===== config.mk =====
export PLATFORM = sky130hd
export DESIGN_NAME = pc_vstore
export DESIGN_NICKNAME = d
export VERILOG_FILES = /design/src/hdl/pc_vstore.sv
export SDC_FILE = /design/constraint.sdc
export NUM_CORES = 2
export LEC_CHECK = 0
export ABC_CLOCK_PERIOD_IN_PS = 5600
export BUFFER_PORTS_ARGS = -buffer_cell sky130_fd_sc_hd__buf_2
export CAP_MARGIN = 30
export CORE_ASPECT_RATIO = 1.5
export CORE_MARGIN = 2
export CORE_UTILIZATION = 50
export DETAILED_ROUTE_END_ITERATION = 10
export PLACE_DENSITY_LB_ADDON = 0.08
export SYNTH_ARGS = -nofsm -noshare
export SYNTH_HDL_FRONTEND = slang
export SYNTH_SLANG_ARGS = --single-unit

===== constraint.sdc =====
create_clock -name clk -period 5.6 [get_ports clk]
set_input_delay 1.4 -clock clk [delete_from_list [all_inputs] [get_ports clk]]
set_output_delay 1.4 -clock clk [all_outputs]
set_load 0.03 [all_outputs]

===== src/hdl/pc_vstore.sv =====
`timescale 1ns / 1ps
// ----------------------------------------------------------------------------
// pc_vstore
// Vertex memory: one write port, one read port with registered read data.
// ----------------------------------------------------------------------------
module pc_vstore #(
    parameter int DEPTH  = 64,
    parameter int ADDR_W = 6,
    parameter int DATA_W = 48
) (
    input  logic              clk,
    input  logic              we,
    input  logic [ADDR_W-1:0] waddr,
    input  logic [DATA_W-1:0] wdata,
    input  logic [ADDR_W-1:0] raddr,
    output logic [DATA_W-1:0] rdata
);

    logic [DATA_W-1:0] mem [DEPTH];

    // write port
    always_ff @(posedge clk)
    begin
        if (we)
        begin
            mem[waddr] <= wdata;
        end
    end

    // read port, registered read data
    always_ff @(posedge clk)
    begin
        rdata <= mem[raddr];
    end

endmodule


==> reports/metrics.cfg <==
[floorplan]
fp.dieW_um=399
io_pins=110
core.rowCount=217
die_h_um=597
start_util_pct=50.3
core_area_mm2=0.233
die_area_mm2=0.238

[layout]
nFillCells=16964
multi_input_area_mm2=0.0230
seq_area_mm2=0.0932
nNetsFinal=5406
area_growth_pct=13.8
drive_gt1_share_pct=29.2
fin_cells=8640

[synthesis]
netlist-cell-type-count=36
yosysWarnings=0
yosysMostFrequentCell=edfxtp_1
synthTopCellsByCount=3072 x edfxtp_1, 754 x mux4_2, 132 x nor2_1
synth-seq-area-share_pct=79.6
synth_ff_type=edfxtp_1
postSynthCellCount=4970
syn_area_mm2=0.117
synth_edf_count=3072
synthTopCellsByArea=edfxtp_1 79%, mux4_2 14%, dfxtp_1 0.82%
syn_avg_cell_area_um2=23.6
ys_seq_elements=3120
synth_top_area_share_pct=78.8
synth_nets=5032
synthArstFlopShare_pct=0
synth_top_area_cell=edfxtp_1

[clock_tree]
post_cts_resized=0
cts_root_buf=clkbuf_16
clkSinkCount=3120
cts_tree=built
clk_path_buf_depth=4
cts_buffers=294
postCtsSetupBuffers=0
clock_latency_ns=0.87
cts.clk_slew.worst_paths_ns=0.06
hold_buffers=0
h-tree-depth=5

[placement]
dp_slack_ns=0.816
place.gp.congestion=0.792
dp_cells=8088
port_buffers=109
place_hpwl_mm=182

[setup_path]
crit_required_ns=6.30
cp-end-kind=flop
worstPathMaxFanout=27
cp.arrival_ns=4.49
path_cells=buf_2, buf_4, and2_4, buf_4, a221oi_1, a221oi_1
cp-start-kind=input pin
slowest_delay_ns=0.60
path_class=in -> reg
crit_path_top_delay_cell=and2_4

[sta]
worst_slack_ns=1.81
slew_violations=0
finalCriticalPeriod_ns=3.79
setup_viol=0
finClkSkew_ns=0.0343
min_period_over_period_pct=67.7
hold_violations=0
tns_ns=0
tightest_slew_ns=1.06
rsz0062_at_grt=false
whs_ns=0.768
relSlewSlack_pct=29.3
fmax_mhz=264

[min_path]
hold_path.class=in -> reg

[drt]
drtAntennaViolNets=0
drt_iter0_drc=5928
via_count=55703
wl_per_cell_um=37.5
dr.pass1.iters=5
drcViolationCount=0
drt_wl_total_mm=324
via_per_inst=6.45

[status]
status=finished, final reports clean

[global_routing]
grt_pass1_wl_mm=451
grt_max_degree=104
antenna_found_initial=28
grt_overflow_total=0
grt_usage_pct=27.5
grt_pass1_vias=57026

[power]
powerDensity_mw_per_mm2=362
p_leak_nw=41.4
vdd_ir_drop_max_uv=277
p_total_mw=48.2

[run]
cap_violations=0

==> worst max-delay path, delay by kind of cell <==
kind,cells,cell delay (ns)
compound gates,2,0.81
buf+inv,3,1.53
simple gates,1,0.60
==> stage by stage <==
stage	utilization, %	area (µm²)
floorplan	-	117000
global placement	52.7	123000
detailed placement	52.9	123000
CTS	57.0	133000
global route	57.2	133000
finish	57.2	133000
==> final cells by class <==
cell class	count	share of cell area, %
flip-flops and latches	3120	70.0
multi-input cells	1568	17.2
clock buffers	397	6.23
well taps	3066	2.88
repair buffers	360	2.85
clock inverters	119	0.817
diodes	10	0.0188
==> logic make-up after synthesis <==
family / after synthesis / synth area share, %
flops: 3120 / 79.6
mux: 829 / 15.2
compound gates: 486 / 3.02
buf+inv: 282 / 1.28
simple gates: 253 / 0.957
==> worst paths after layout <==
path	startpoint	end	slack, ns	cells past startpoint
max reg2reg	mem[0][6]	rdata[6]	3.35	4
min reg2reg	mem[58][20]	rdata[20]	0.80	4
max	raddr[3]	rdata[2]	1.81	6
min	wdata[42]	mem[63][42]	0.77	1
==> state kept, by name, indices dropped and copies added, names as in the netlist <==
register	flops
mem	3072
rdata	48
==> power by group <==
group | internal, mW | switching [mW] | total (mW) | leakage, nW
Sequential | 25.8 | 0.127 | 26.0 | 28.0
Combinational | 0.889 | 1.54 | 2.43 | 8.76
Clock | 11.3 | 8.47 | 19.8 | 4.62
Total | 38.0 | 10.1 | 48.2 | 41.4
==> per-layer routing <==
layer / GRT usage (%) / share of wire [%] / routed length, µm
met1: 35.1 / 37 / 120000
met2: 48.9 / 54 / 174000
met4: 8.20 / 3.2 / 10400
met5: 0 / 0.019 / 62
met3: 3.77 / 6.0 / 19600
==> layout by cell type, fill, tap and decap left out, types with 7 or more instances in the layout <==
cell,instances
clkbuf_1,65
buf_12,103
mux2i_1,63
a311oi_1,11
nor2_1,67
nor2_4,64
edfxtp_1,3072
clkbuf_8,22
nand2_1,53
clkinv_2,47
buf_4,146
clkbuf_16,310
nand3_1,7
bufinv_16,20
dfxtp_1,48
o221ai_1,28
a22o_1,57
clkinv_1,41
a221oi_1,83
a21oi_1,74
buf_2,105
nand2b_1,7
nor2b_1,20
mux4_2,754
a22oi_1,72
diode_2,10
mux2_2,12
o22ai_1,122
a211oi_1,32
Power figures use the tool's default switching activity.
