[config.mk]
export PLATFORM = sky130hd
export DESIGN_NAME = pc_div
export DESIGN_NICKNAME = d
export VERILOG_FILES = /design/src/hdl/pc_pkg.sv /design/src/hdl/pc_div.sv
export SDC_FILE = /design/constraint.sdc
export NUM_CORES = 1
export LEC_CHECK = 0
export BUFFER_PORTS_ARGS = -buffer_cell sky130_fd_sc_hd__buf_2
export CORE_MARGIN = 10
export CORE_UTILIZATION = 30
export CTS_BUF_LIST = sky130_fd_sc_hd__clkbuf_8
export CTS_CLUSTER_SIZE = 20
export DETAILED_ROUTE_END_ITERATION = 12
export HOLD_SLACK_MARGIN = 0.02
export PLACE_DENSITY_LB_ADDON = 0.12
export SLEW_MARGIN = 20
export SYNTH_ARGS = -nofsm -noshare
export SYNTH_HDL_FRONTEND = slang
export SYNTH_SLANG_ARGS = --single-unit
[constraint.sdc]
create_clock -name clk -period 4.5 [get_ports clk]
set_input_delay 0.45 -clock clk [delete_from_list [all_inputs] [get_ports clk]]
set_output_delay 0.45 -clock clk [all_outputs]
set_load 0.02 [all_outputs]
[src/hdl/pc_pkg.sv]
`timescale 1ns / 1ps
// ----------------------------------------------------------------------------
// pc_pkg
// Shared types and codes for the polygon centroid block.
// ----------------------------------------------------------------------------
package pc_pkg;

    // which rule produced a centroid beat
    typedef enum logic [1:0] {
        KIND_AREA      = 2'd0,
        KIND_POINT     = 2'd1,
        KIND_MIDPOINT  = 2'd2,
        KIND_COLLINEAR = 2'd3
    } case_kind_t;

    // divider status seen by the sequencer
    typedef struct packed {
        logic busy;
        logic done;
    } div_status_t;

endpackage

[src/hdl/pc_div.sv]
`timescale 1ns / 1ps
// ----------------------------------------------------------------------------
// pc_div
// Signed divider, quotient rounded toward zero, one quotient bit per cycle.
// ----------------------------------------------------------------------------
module pc_div #(
    parameter int NUM_W = 84,
    parameter int DEN_W = 63
) (
    input  logic                    clk,
    input  logic                    rst_n,
    input  logic                    start,
    input  logic signed [NUM_W-1:0] num,
    input  logic signed [DEN_W-1:0] den,
    output logic signed [NUM_W:0]   quo,
    output pc_pkg::div_status_t     status
);
    import pc_pkg::*;

    localparam int CNT_W = $clog2(NUM_W);

    logic             busy_reg;
    logic             fin_reg;
    logic             done_reg;
    logic [CNT_W-1:0] cnt_reg;
    logic [NUM_W-1:0] nq_reg;
    logic [DEN_W-1:0] rem_reg;
    logic [DEN_W-1:0] dm_reg;
    logic             neg_reg;
    logic signed [NUM_W:0] quo_reg;

    logic [NUM_W-1:0] num_mag;
    logic [DEN_W-1:0] den_mag;
    logic [DEN_W:0]   shifted;
    logic [DEN_W:0]   trial;
    logic             ge;

    // magnitudes of the operands
    assign num_mag = num[NUM_W-1] ? NUM_W'(-num) : NUM_W'(num);
    assign den_mag = den[DEN_W-1] ? DEN_W'(-den) : DEN_W'(den);

    // restoring step
    assign shifted = {rem_reg, nq_reg[NUM_W-1]};
    assign trial   = shifted - {1'b0, dm_reg};
    assign ge      = !trial[DEN_W];

    // control
    always_ff @(posedge clk or negedge rst_n)
    begin
        if (!rst_n)
        begin
            busy_reg <= 1'b0;
            fin_reg  <= 1'b0;
            done_reg <= 1'b0;
            cnt_reg  <= '0;
        end
        else
        begin
            done_reg <= fin_reg;
            fin_reg  <= 1'b0;
            if (start)
            begin
                busy_reg <= 1'b1;
                cnt_reg  <= '0;
            end
            else if (busy_reg)
            begin
                cnt_reg <= cnt_reg + CNT_W'(1);
                if (cnt_reg == CNT_W'(NUM_W - 1))
                begin
                    busy_reg <= 1'b0;
                    fin_reg  <= 1'b1;
                end
            end
        end
    end

    // datapath
    always_ff @(posedge clk)
    begin
        if (start)
        begin
            nq_reg  <= num_mag;
            dm_reg  <= den_mag;
            rem_reg <= '0;
            neg_reg <= num[NUM_W-1] ^ den[DEN_W-1];
        end
        else if (busy_reg)
        begin
            nq_reg  <= {nq_reg[NUM_W-2:0], ge};
            rem_reg <= ge ? trial[DEN_W-1:0] : shifted[DEN_W-1:0];
        end
        if (fin_reg)
        begin
            quo_reg <= neg_reg ? -$signed({1'b0, nq_reg}) : $signed({1'b0, nq_reg});
        end
    end

    assign quo         = quo_reg;
    assign status.busy = busy_reg | fin_reg;
    assign status.done = done_reg;

endmodule

==> tab_implementation.tex, run 1 <==
\begin{tabular}{lr}
\hline
Metric & Value \\
\hline
\multicolumn{2}{l}{\textbf{STA}} \\
\quad Worst-case hold slack & 0.101 ns \\
\quad Total negative setup slack & 0 ns \\
\quad Worst Tran Pin Value & 0.993 ns \\
\quad Shortest period the worst path allows & 4.29 ns \\
\quad Fin. Hold Viols & 0 \\
\quad Achievable clock frequency & 0.233 GHz \\
\quad Unrepaired setup endpoints after global routing & no \\
\quad Clock tree skew after final layout & between 0.03 and 0.04 ns \\
\quad Final Max Slew Viols & 0 \\
\quad Relative slew slack & about a third \\
\quad Share of the clock period used by the worst path & 95.4\% \\
\quad Number of endpoints failing setup at the final stage & 0 \\
\multicolumn{2}{l}{\textbf{Clock network}} \\
\quad Buffer type at the clock tree root & sky130\_fd\_sc\_hd\_\_clkbuf\_8 \\
\quad Clk Latency, worst-skew pair & approximately 0.68 ns \\
\quad Number of setup buffers added after CTS & 0 \\
\quad Clock sinks & 306 \\
\quad Number of H-tree levels & 2 \\
\quad Max clock buf depth & 3 \\
\quad TritonCTS Buffers & 58 \\
\quad Clock-pin slew of the registers on the worst-case setup and hold paths & 0.06 ns \\
\quad TritonCTS clock tree & built \\
\multicolumn{2}{l}{\textbf{Min path}} \\
\quad Cells on Worst Hold Path & 2 \\
\quad Class of the worst hold path & input pin to register \\
\multicolumn{2}{l}{\textbf{Critical path}} \\
\quad Startpoint types & register \\
\quad Worst Reg-to-Reg Cells & 10 \\
\quad CP max stage cell & sky130\_fd\_sc\_hd\_\_or4\_1 \\
\quad Element type at the critical path end & register \\
\quad Capture point of the worst reg-to-reg path & quo[81]\$\_DFFE\_PP\_ \\
\quad Reg-to-reg slack, setup & 0.21 ns \\
\quad Crit path capture & quo[81]\$\_DFFE\_PP\_ \\
\quad Arrival time reported for the critical path endpoint & 4.72 ns \\
\quad Critical-path cell list & or4\_1 -> nand4b\_1 -> nor4\_4 -> nand3\_2 -> or3\_4 -> or4\_4 -> or3\_4 -> or4\_4 -> o31ai\_2 -> xnor2\_1 \\
\quad Required time at the worst-slack endpoint & 4.92 ns \\
\quad Top fanout value on the critical path & 6 \\
\quad Worst reg2reg path startpoint & nq\_reg[5]\$\_DFFE\_PP\_ \\
\quad Beginning of the critical path & nq\_reg[5]\$\_DFFE\_PP\_ \\
\quad Stage delay of the slowest cell on the critical path & between 0.6 and 0.7 ns \\
\quad Critical path start-end classification & register to register \\
\multicolumn{2}{l}{\textbf{Yosys}} \\
\quad Xor-xnor portion of the synthesized cell area & between 10\% and 20\% \\
\quad Cells after Synth & 2147 \\
\quad Commonest register cell after synthesis & sky130\_fd\_sc\_hd\_\_edfxtp\_1 \\
\quad Number of flops mapped to enable cells by yosys & 233 \\
\quad Area of the mapped netlist & 19900 sq um \\
\quad Net count after synthesis & 2365 \\
\quad Fraction of the mapped netlist area in compound gates & a little under a fifth \\
\quad Syn Area/Cell & 9.25 sq um \\
\quad Async S/R FF share, synth & about 3.3\% \\
\quad Share of synthesized area spent on multiplexers & 0.913\% \\
\quad Sequential cell area fraction in the yosys report & 42.8\% \\
\quad Number of synthesized register bits & 306 \\
\quad Yosys synthesis warning count & 0 \\
\quad Number of distinct library cells after synthesis & 71 \\
\quad Combinational family with the most area after synthesis & compound AO/OA/AOI/OAI gates \\
\quad Post-synthesis simple-gate area fraction & between 15 and 20\% \\
\quad Fraction of the mapped netlist area in adder cells & 4.32\% \\
\multicolumn{2}{l}{\textbf{Power}} \\
\quad Leakage & 8.79 nW \\
\quad Max VDD drop & 0.171 mV \\
\quad PnR Total Power & 7.30 mW \\
\quad Pwr dens & 314 nW/um\^{}2 \\
\multicolumn{2}{l}{\textbf{Routing}} \\
\quad First-pass DRT Iterations & 5 \\
\quad Routed Wire Length & about 62000 um \\
\quad 1st-iter DRT viols & a little under 1000 \\
\quad Via count normalized by instance count & 5.11 \\
\quad Via total after detailed routing & roughly 17000 \\
\quad DRC viols & 0 \\
\quad Average wire per cell in the routed design & approximately 19 um \\
\quad Post-route antenna net violation count & 0 \\
\multicolumn{2}{l}{\textbf{Floorplan}} \\
\quad DIE WIDTH & around 280 um \\
\quad Site Rows & 94 \\
\quad Starting utilization of the core area & 30.2\% \\
\quad Die Outline Area & 76900 sq um \\
\quad Core area & 65700 sq um \\
\quad IO Pins & 237 \\
\quad DIE HEIGHT & 277 um \\
\multicolumn{2}{l}{\textbf{Placed design}} \\
\quad Global placer's final weighted congestion & 0.826 \\
\quad IO Port Bufs & 236 \\
\quad DPL Wire Length & 46700 um \\
\multicolumn{2}{l}{\textbf{GRT}} \\
\quad Total grt overflow & 0 \\
\quad Number of global-route vias before repair & 16700 \\
\quad Antenna violations before repair & 3 \\
\quad GRT Overall Usage & 15.5\% \\
\quad Wire length of the first global-routing pass & 96600 um \\
\quad Maximum number of pins on one net before global-route repair & 126 \\
\multicolumn{2}{l}{\textbf{Status}} \\
\quad Result of the run & completed \\
\multicolumn{2}{l}{\textbf{Cells and area}} \\
\quad Proportion of layout cells with a drive suffix above 1 & 16.3\% \\
\quad Flip-flop count of the largest register, all copies and words added & 85 \\
\quad Area Growth Syn to Fin & 17.0\% \\
\quad Number of nets in the finished design & around 2600 \\
\quad Filler instances & roughly 6800 \\
\quad Fraction of the core area covered by cells at the end of the flow & 35.4\% \\
\multicolumn{2}{l}{\textbf{Run}} \\
\quad Maxcap violations & 0 \\
\hline
\end{tabular}
[cell families after synthesis]
logic type / after synthesis
buffers and inverters: 196
muxes: 18
and+or+nand+nor: 708
DFF: 306
AOI/OAI and AO/OA: 573
xor gates and xnor gates: 278
adders and majority gates: 68
[worst min-delay path by stage]
| stage | start | to | slack, ns |
|---|---|---|---|
| 2_1_floorplan | rst_n | busy_reg$_DFF_PN0_ | 0.15 |
| 3_3_place_gp | rst_n | cnt_reg[0]$_DFFE_PN0P_ | 0.33 |
| 3_5_place_dp | rst_n | cnt_reg[1]$_DFFE_PN0P_ | 0.33 |
| 4_1_cts | den[40] | dm_reg[40]$_DFFE_PP_ | 0.03 |
| 5_1_grt | den[58] | dm_reg[58]$_DFFE_PP_ | 0.06 |
| 6_report | den[31] | dm_reg[31]$_DFFE_PP_ | 0.10 |
[synthesized netlist by cell type (32+ instances only)]
master	number	area, sq um
sky130_fd_sc_hd__dfxtp_1	63	1260
sky130_fd_sc_hd__nand3_1	33	165
sky130_fd_sc_hd__clkbuf_1	96	360
sky130_fd_sc_hd__o21ai_0	125	626
sky130_fd_sc_hd__or4_1	39	293
sky130_fd_sc_hd__xor2_1	111	972
sky130_fd_sc_hd__nand2_1	231	867
sky130_fd_sc_hd__edfxtp_1	233	7000
sky130_fd_sc_hd__o41ai_1	32	280
sky130_fd_sc_hd__nor3_1	36	180
sky130_fd_sc_hd__a311oi_1	41	359
sky130_fd_sc_hd__ha_1	67	838
sky130_fd_sc_hd__a21oi_1	160	801
sky130_fd_sc_hd__xnor2_1	167	1460
sky130_fd_sc_hd__nor2_1	210	788
sky130_fd_sc_hd__inv_1	94	353
sky130_fd_sc_hd__o31ai_1	72	541
sky130_fd_sc_hd__or3_1	42	263
[per-layer routing]
| metal | vias to the layer above | GRT usage [%] | share of wire [%] |
|---|---|---|---|
| met5 | - | 0 | 0.019 |
| met4 | 2 | 4.82 | 2.6 |
| met3 | 88 | 2.77 | 5.5 |
| met2 | 405 | 26.3 | 48 |
| met1 | 7978 | 19.5 | 44 |
| li1 | 8354 | - | - |
[stage by stage]
step | setup WS [ns] | instances | cell area [sq um]
floorplan | 0.381 | 2147 | 19900
global placement | 0.103 | 3185 | 22100
detailed placement | 0.0997 | 3185 | 22100
CTS | 0.104 | 3294 | 23200
global route | 0.107 | 3296 | 23200
finish | 0.206 | 3296 | 23200
[power by group]
part / internal (mW) / switching [mW]
combinational: 0.505 / 0.699
sequential: 3.29 / 0.173
clock: 1.34 / 1.29
[layout by cell type (no fill, tap or decap), drive strengths merged, types with 6 or more instances in the layout]
cell type / instances
clkbuf: 62
a21oi: 160
nor4: 12
nor3: 37
nor2: 210
a311oi: 41
nand2: 231
dfxtp: 63
or3: 44
edfxtp: 233
o21a: 10
buf: 276
a21o: 26
a31oi: 11
clkinv: 22
o21ai: 125
a211oi: 16
dfrtp: 10
xnor2: 167
o31a: 6
o21bai: 16
mux2i: 17
nand4: 24
xor2: 111
or2: 18
inv: 116
and3: 6
ha: 67
nand3: 34
or4: 44
o41ai: 33
and2: 8
o211ai: 16
nand2b: 22
o31ai: 75
[what timing repair did]
action / CTS / global route
hold buffers: 2 / 0
endpoints found under the setup margin: 0 / 2
resized for setup: 0 / 1
endpoints found under the hold margin: 11 / 0
[cell type report]
cell class / instances / area [sq um] / area share (%)
inverters: 94 / 354 / 1.52
clock inverters: 45 / 236 / 1.02
well taps: 864 / 1080 / 4.65
diodes: 2 / 5.00 / 0.0215
clock buffers: 62 / 853 / 3.67
flip-flops and latches: 306 / 8520 / 36.6
multi-input cells: 1645 / 10600 / 45.8
repair buffers: 278 / 1560 / 6.69
[critical path, delay by kind of cell (launching register included)]
family / cells / cell delay, ns
AO/OA/AOI/OAI: 1 / 0.27
AND/OR/NAND/NOR: 8 / 3.23
XOR/XNOR: 1 / 0.10
flip-flops: 1 / 0.44
No activity file was read; power rests on OpenSTA's default activity.
==> run 2, diff against run 1 <==
- ABC_AREA: default -> 1
==> run 2 against run 1 <==
  * Combinational power grew 18%
  * Clock skew shrank 0.016 ns
  * Clock power grew 8.4%
  * Sequential share of layout area shrank 7.2 points
  * Flip-flop and latch count is the same
  * Cell count grew 62%
  * Synthesized cell count grew 82%
  * Die area grew 25%
  * Critical path depth grew 2
  * Fmax grew 33%
  * First-iteration DRC count grew 100%
  * Core utilization shrank 0.80 points
==> tab_implementation.tex, run 2 <==
\begin{tabular}{lr}
\hline
Metric & Value \\
\hline
\multicolumn{2}{l}{\textbf{STA}} \\
\quad Relative slew slack & 30.4\% (-3.5 points) \\
\quad Total negative setup slack & 0 ns (unchanged) \\
\quad Final Max Slew Viols & 0 (unchanged) \\
\quad Minimum setup slack in the final design & 1.27 ns (+1.06 ns) \\
\quad Share of the clock period used by the worst path & 71.8\% (-24 points) \\
\quad Achievable clock frequency & 0.310 GHz (+33\%) \\
\quad Unrepaired setup endpoints after global routing & no \\
\quad Worst Tran Pin Value & 1.04 ns (+0.0457 ns) \\
\quad Shortest period the worst path allows & 3.23 ns (-1.06 ns) \\
\quad Clock tree skew after final layout & 0.0214 ns (-0.0164 ns) \\
\quad Fin. Hold Viols & 0 (unchanged) \\
\quad Worst-case hold slack & 0.115 ns (+0.0134 ns) \\
\quad Number of endpoints failing setup at the final stage & 0 (unchanged) \\
\multicolumn{2}{l}{\textbf{Floorplan}} \\
\quad Die Outline Area & 96400 sq um (+25\%) \\
\quad Starting utilization of the core area & 30.2\% (about the same) \\
\quad Site Rows & 106 (+13\%) \\
\quad DIE WIDTH & 310 um (+12\%) \\
\quad Core area & 83700 sq um (+27\%) \\
\quad DIE HEIGHT & 310 um (+12\%) \\
\quad IO Pins & 237 (unchanged) \\
\multicolumn{2}{l}{\textbf{Routing}} \\
\quad DRC viols & 0 (unchanged) \\
\quad Top layer in use & met5 \\
\quad Met3 Routed Length & 6300 um (+85\%) \\
\quad Via count normalized by instance count & 4.72 (-7.6\%) \\
\quad Met1 wire length & 46800 um (+72\%) \\
\quad Routed Wire Length & 107000 um (+74\%) \\
\quad Wire length on met2 & 50100 um (+70\%) \\
\quad Average wire per cell in the routed design & 20.1 um (+7.2\%) \\
\quad Via total after detailed routing & 25200 (+50\%) \\
\quad Post-route antenna net violation count & 0 (unchanged) \\
\quad 1st-iter DRT viols & 1959 (+100\%) \\
\quad First-pass DRT Iterations & 6 (+1) \\
\multicolumn{2}{l}{\textbf{GRT}} \\
\quad GRT Overall Usage & 22.1\% (+6.6 points) \\
\quad Total grt overflow & 0 (unchanged) \\
\quad Maximum number of pins on one net before global-route repair & 82 (-35\%) \\
\quad Number of global-route vias before repair & 25400 (+52\%) \\
\quad Antenna violations before repair & 21 (+18) \\
\quad Wire length of the first global-routing pass & 160000 um (+66\%) \\
\multicolumn{2}{l}{\textbf{Critical path}} \\
\quad Required time at the worst-slack endpoint & 4.92 ns (about the same) \\
\quad CP max stage cell & sky130\_fd\_sc\_hd\_\_edfxtp\_1 \\
\quad Critical-path cell list & inv\_1 -> ha\_1 -> nand3\_1 -> nor2\_1 -> nand2\_1 -> o21ai\_2 -> nand2\_2 -> nor2\_1 -> nand2\_1 -> a21oi\_1 -> nand2\_1 -> xor2\_1 \\
\quad Category of cells accounting for the largest share of critical-path delay & simple AND/OR/NAND/NOR gates \\
\quad Arrival time reported for the critical path endpoint & 3.65 ns (-1.07 ns) \\
\quad Critical path start-end classification & register to register \\
\quad Number of buffer and inverter instances along the worst setup path & 1 (+1) \\
\quad Capture point of the worst reg-to-reg path & quo[78]\$\_DFFE\_PP\_ \\
\quad Stage delay of the slowest cell on the critical path & 0.55 ns (-0.06 ns) \\
\quad Element type at the critical path end & register \\
\quad Reg-to-reg slack, setup & 1.27 ns (+1.06 ns) \\
\quad Cell occurring most often along the worst timing path & sky130\_fd\_sc\_hd\_\_nand2\_1 \\
\quad Top fanout value on the critical path & 6 (unchanged) \\
\quad Startpoint types & register \\
\quad Worst reg2reg path startpoint & nq\_reg[0]\$\_DFFE\_PP\_ \\
\quad Worst Reg-to-Reg Cells & 12 (+2) \\
\multicolumn{2}{l}{\textbf{Yosys}} \\
\quad Commonest register cell after synthesis & sky130\_fd\_sc\_hd\_\_edfxtp\_1 \\
\quad Synth top cells by count & sky130\_fd\_sc\_hd\_\_nand2\_1 (1261), sky130\_fd\_sc\_hd\_\_inv\_1 (745), sky130\_fd\_sc\_hd\_\_nor2\_1 (437) \\
\quad Top cells by area, synth & sky130\_fd\_sc\_hd\_\_edfxtp\_1 (28\%), sky130\_fd\_sc\_hd\_\_nand2\_1 (19\%), sky130\_fd\_sc\_hd\_\_inv\_1 (11\%) \\
\quad Number of synthesized register bits & 306 (unchanged) \\
\quad Async S/R FF share, synth & 3.27\% (unchanged) \\
\quad Sequential cell area fraction in the yosys report & 33.6\% (-9.2 points) \\
\quad Number of distinct library cells after synthesis & 50 (-30\%) \\
\quad Leading area contributor after synthesis & sky130\_fd\_sc\_hd\_\_edfxtp\_1 \\
\quad Number of flops mapped to enable cells by yosys & 233 (unchanged) \\
\quad Cells after Synth & 3911 (+82\%) \\
\quad Syn Area/Cell & 6.47 sq um (-30\%) \\
\quad Leading cell type by number of instances after synthesis & sky130\_fd\_sc\_hd\_\_nand2\_1 \\
\quad Area of the mapped netlist & 25300 sq um (+27\%) \\
\quad Net count after synthesis & 4129 (+75\%) \\
\quad Yosys synthesis warning count & 0 (unchanged) \\
\quad Top-area cell type share of the netlist area & 27.6\% (-7.6 points) \\
\multicolumn{2}{l}{\textbf{Clock network}} \\
\quad TritonCTS clock tree & built \\
\quad TritonCTS Buffers & 59 (+1.7\%) \\
\quad Quantity of gates resized following cts & 0 (unchanged) \\
\quad Clk Latency, worst-skew pair & 0.69 ns (about the same) \\
\quad Max clock buf depth & 3 (unchanged) \\
\quad Number of H-tree levels & 2 (unchanged) \\
\quad Clock-pin slew of the registers on the worst-case setup and hold paths & 0.06 ns (about the same) \\
\quad Buffer type at the clock tree root & sky130\_fd\_sc\_hd\_\_clkbuf\_8 \\
\quad Clock sinks & 306 (unchanged) \\
\multicolumn{2}{l}{\textbf{Status}} \\
\quad Result of the run & completed \\
\multicolumn{2}{l}{\textbf{Cells and area}} \\
\quad Flip-flop count of the largest register, all copies and words added & 85 (unchanged) \\
\quad Most common library cell in the layout ignoring fill and taps & sky130\_fd\_sc\_hd\_\_nand2\_1 \\
\quad Area Growth Syn to Fin & 14.2\% \\
\quad Proportion of layout cells with a drive suffix above 1 & 10.0\% (-6.3 points) \\
\quad Number of nets in the finished design & 4369 (+68\%) \\
\quad Commonest cells after routing, fill and taps aside & sky130\_fd\_sc\_hd\_\_nand2\_1 (1261), sky130\_fd\_sc\_hd\_\_inv\_1 (758), sky130\_fd\_sc\_hd\_\_nor2\_1 (435) \\
\quad Fraction of the core area covered by cells at the end of the flow & 34.5\% (-0.80 points) \\
\multicolumn{2}{l}{\textbf{Placed design}} \\
\quad DPL Wire Length & 88500 um (+89\%) \\
\quad Global placer's final weighted congestion & 0.988 (+20\%) \\
\quad Pre-CTS setup slack & 1.17 ns (+1.07 ns) \\
\quad IO Port Bufs & 236 (unchanged) \\
\multicolumn{2}{l}{\textbf{Power}} \\
\quad Max VDD drop & 0.195 mV (+14\%) \\
\quad Leakage & 14.1 nW (+61\%) \\
\quad Pwr dens & 265 nW/um\^{}2 (-16\%) \\
\multicolumn{2}{l}{\textbf{Min path}} \\
\quad Worst Hold Path EP & dm\_reg[49]\$\_DFFE\_PP\_ \\
\quad Cells on Worst Hold Path & 2 (unchanged) \\
\quad Class of the worst hold path & input pin to register \\
\quad Launch point of the worst hold path & den[49] \\
\multicolumn{2}{l}{\textbf{Run}} \\
\quad Maxcap violations & 0 (unchanged) \\
\hline
\end{tabular}
[run 2: cell types whose count changed after synthesis, moves of 46 or more]
cell,before,now
sky130_fd_sc_hd__nand2_1,231,1261
sky130_fd_sc_hd__inv_1,94,745
sky130_fd_sc_hd__nor2_1,210,437
sky130_fd_sc_hd__nand3_1,33,237
sky130_fd_sc_hd__xnor2_1,167,49
sky130_fd_sc_hd__a21oi_1,160,69
sky130_fd_sc_hd__nand4_1,24,99
sky130_fd_sc_hd__o31ai_1,72,10
sky130_fd_sc_hd__xor2_1,111,173
sky130_fd_sc_hd__o21ai_0,125,173
sky130_fd_sc_hd__clkbuf_1,96,50
[run 2: routing by layer]
metal | up-vias | track usage, %
met2 | 667 | 37.0
met4 | 14 | 7.93
li1 | 12700 | -
met5 | - | 0
met3 | 168 | 4.29
met1 | 11600 | 27.8
[run 2: how the worst max path moves through the flow]
stage               cells past startpoint                 from                   end
floorplan                               5                start   nq_reg[0]$_DFFE_PP_
global placement                       15  nq_reg[0]$_DFFE_PP_     quo[52]$_DFFE_PP_
finish                                 12  nq_reg[0]$_DFFE_PP_     quo[78]$_DFFE_PP_
global route                           12  nq_reg[0]$_DFFE_PP_     quo[78]$_DFFE_PP_
CTS                                    12  nq_reg[0]$_DFFE_PP_     quo[78]$_DFFE_PP_
detailed placement                     16               num[0]  nq_reg[54]$_DFFE_PP_
[run 2: cell families (layout without fill, tap and decap cells)]
logic type / after synthesis / in the layout / synth area share (%)
DFF: 306 / 306 / 33.6
AOI/OAI and AO/OA: 286 / 286 / 5.96
xor gates and xnor gates: 222 / 222 / 7.68
adders and majority gates: 68 / 68 / 3.39
buffers and inverters: 825 / 1114 / 12.7
and+or+nand+nor: 2204 / 2204 / 36.7
other: 0 / 6 / 0
[run 2: worst reg2reg max path: cells and delay by family, from the launching register on]
family	cells	cell delay, ns
XOR/XNOR	1	0.16
AO/OA/AOI/OAI	2	0.63
buffers and inverters	1	0.23
adder cells (fa/ha/maj)	1	0.32
flip-flops	1	0.55
AND/OR/NAND/NOR	7	1.10
[run 2: report_power, final]
part / switching, mW / internal (mW)
Combinational: 0.977 / 0.435
Sequential: 0.145 / 3.26
Clock: 1.33 / 1.52
Total: 2.45 / 5.21
[run 2: area by class of cell]
| cell class | instances | area, sq um |
|---|---|---|
| Timing Repair Buffer | 253 | 1360 |
| Fill cell | 9505 | 54800 |
| Antenna cell | 6 | 15.0 |
| Tap cell | 1134 | 1420 |
| Inverter | 751 | 2820 |
| Multi-Input combinational cell | 2780 | 13600 |
| Sequential cell | 306 | 8510 |
| Clock buffer | 66 | 908 |
| Clock inverter | 44 | 275 |
[run 2: what timing repair did]
item                       4_1_cts  5_1_grt
setup endpoints to repair        0        0
hold endpoints to repair        11        0
setup buffers                    0        0
hold buffers                     2        0
[run 2: metrics by stage]
stage / instances / area (sq um) / power [mW]
after floorplan: 3911 / 25300 / 4.30
after global placement: 5222 / 27700 / 4.88
after detailed placement: 5222 / 27700 / 4.87
after CTS: 5334 / 28900 / 7.78
after global routing: 5335 / 28900 / 8.10
final: 5340 / 28900 / 7.67
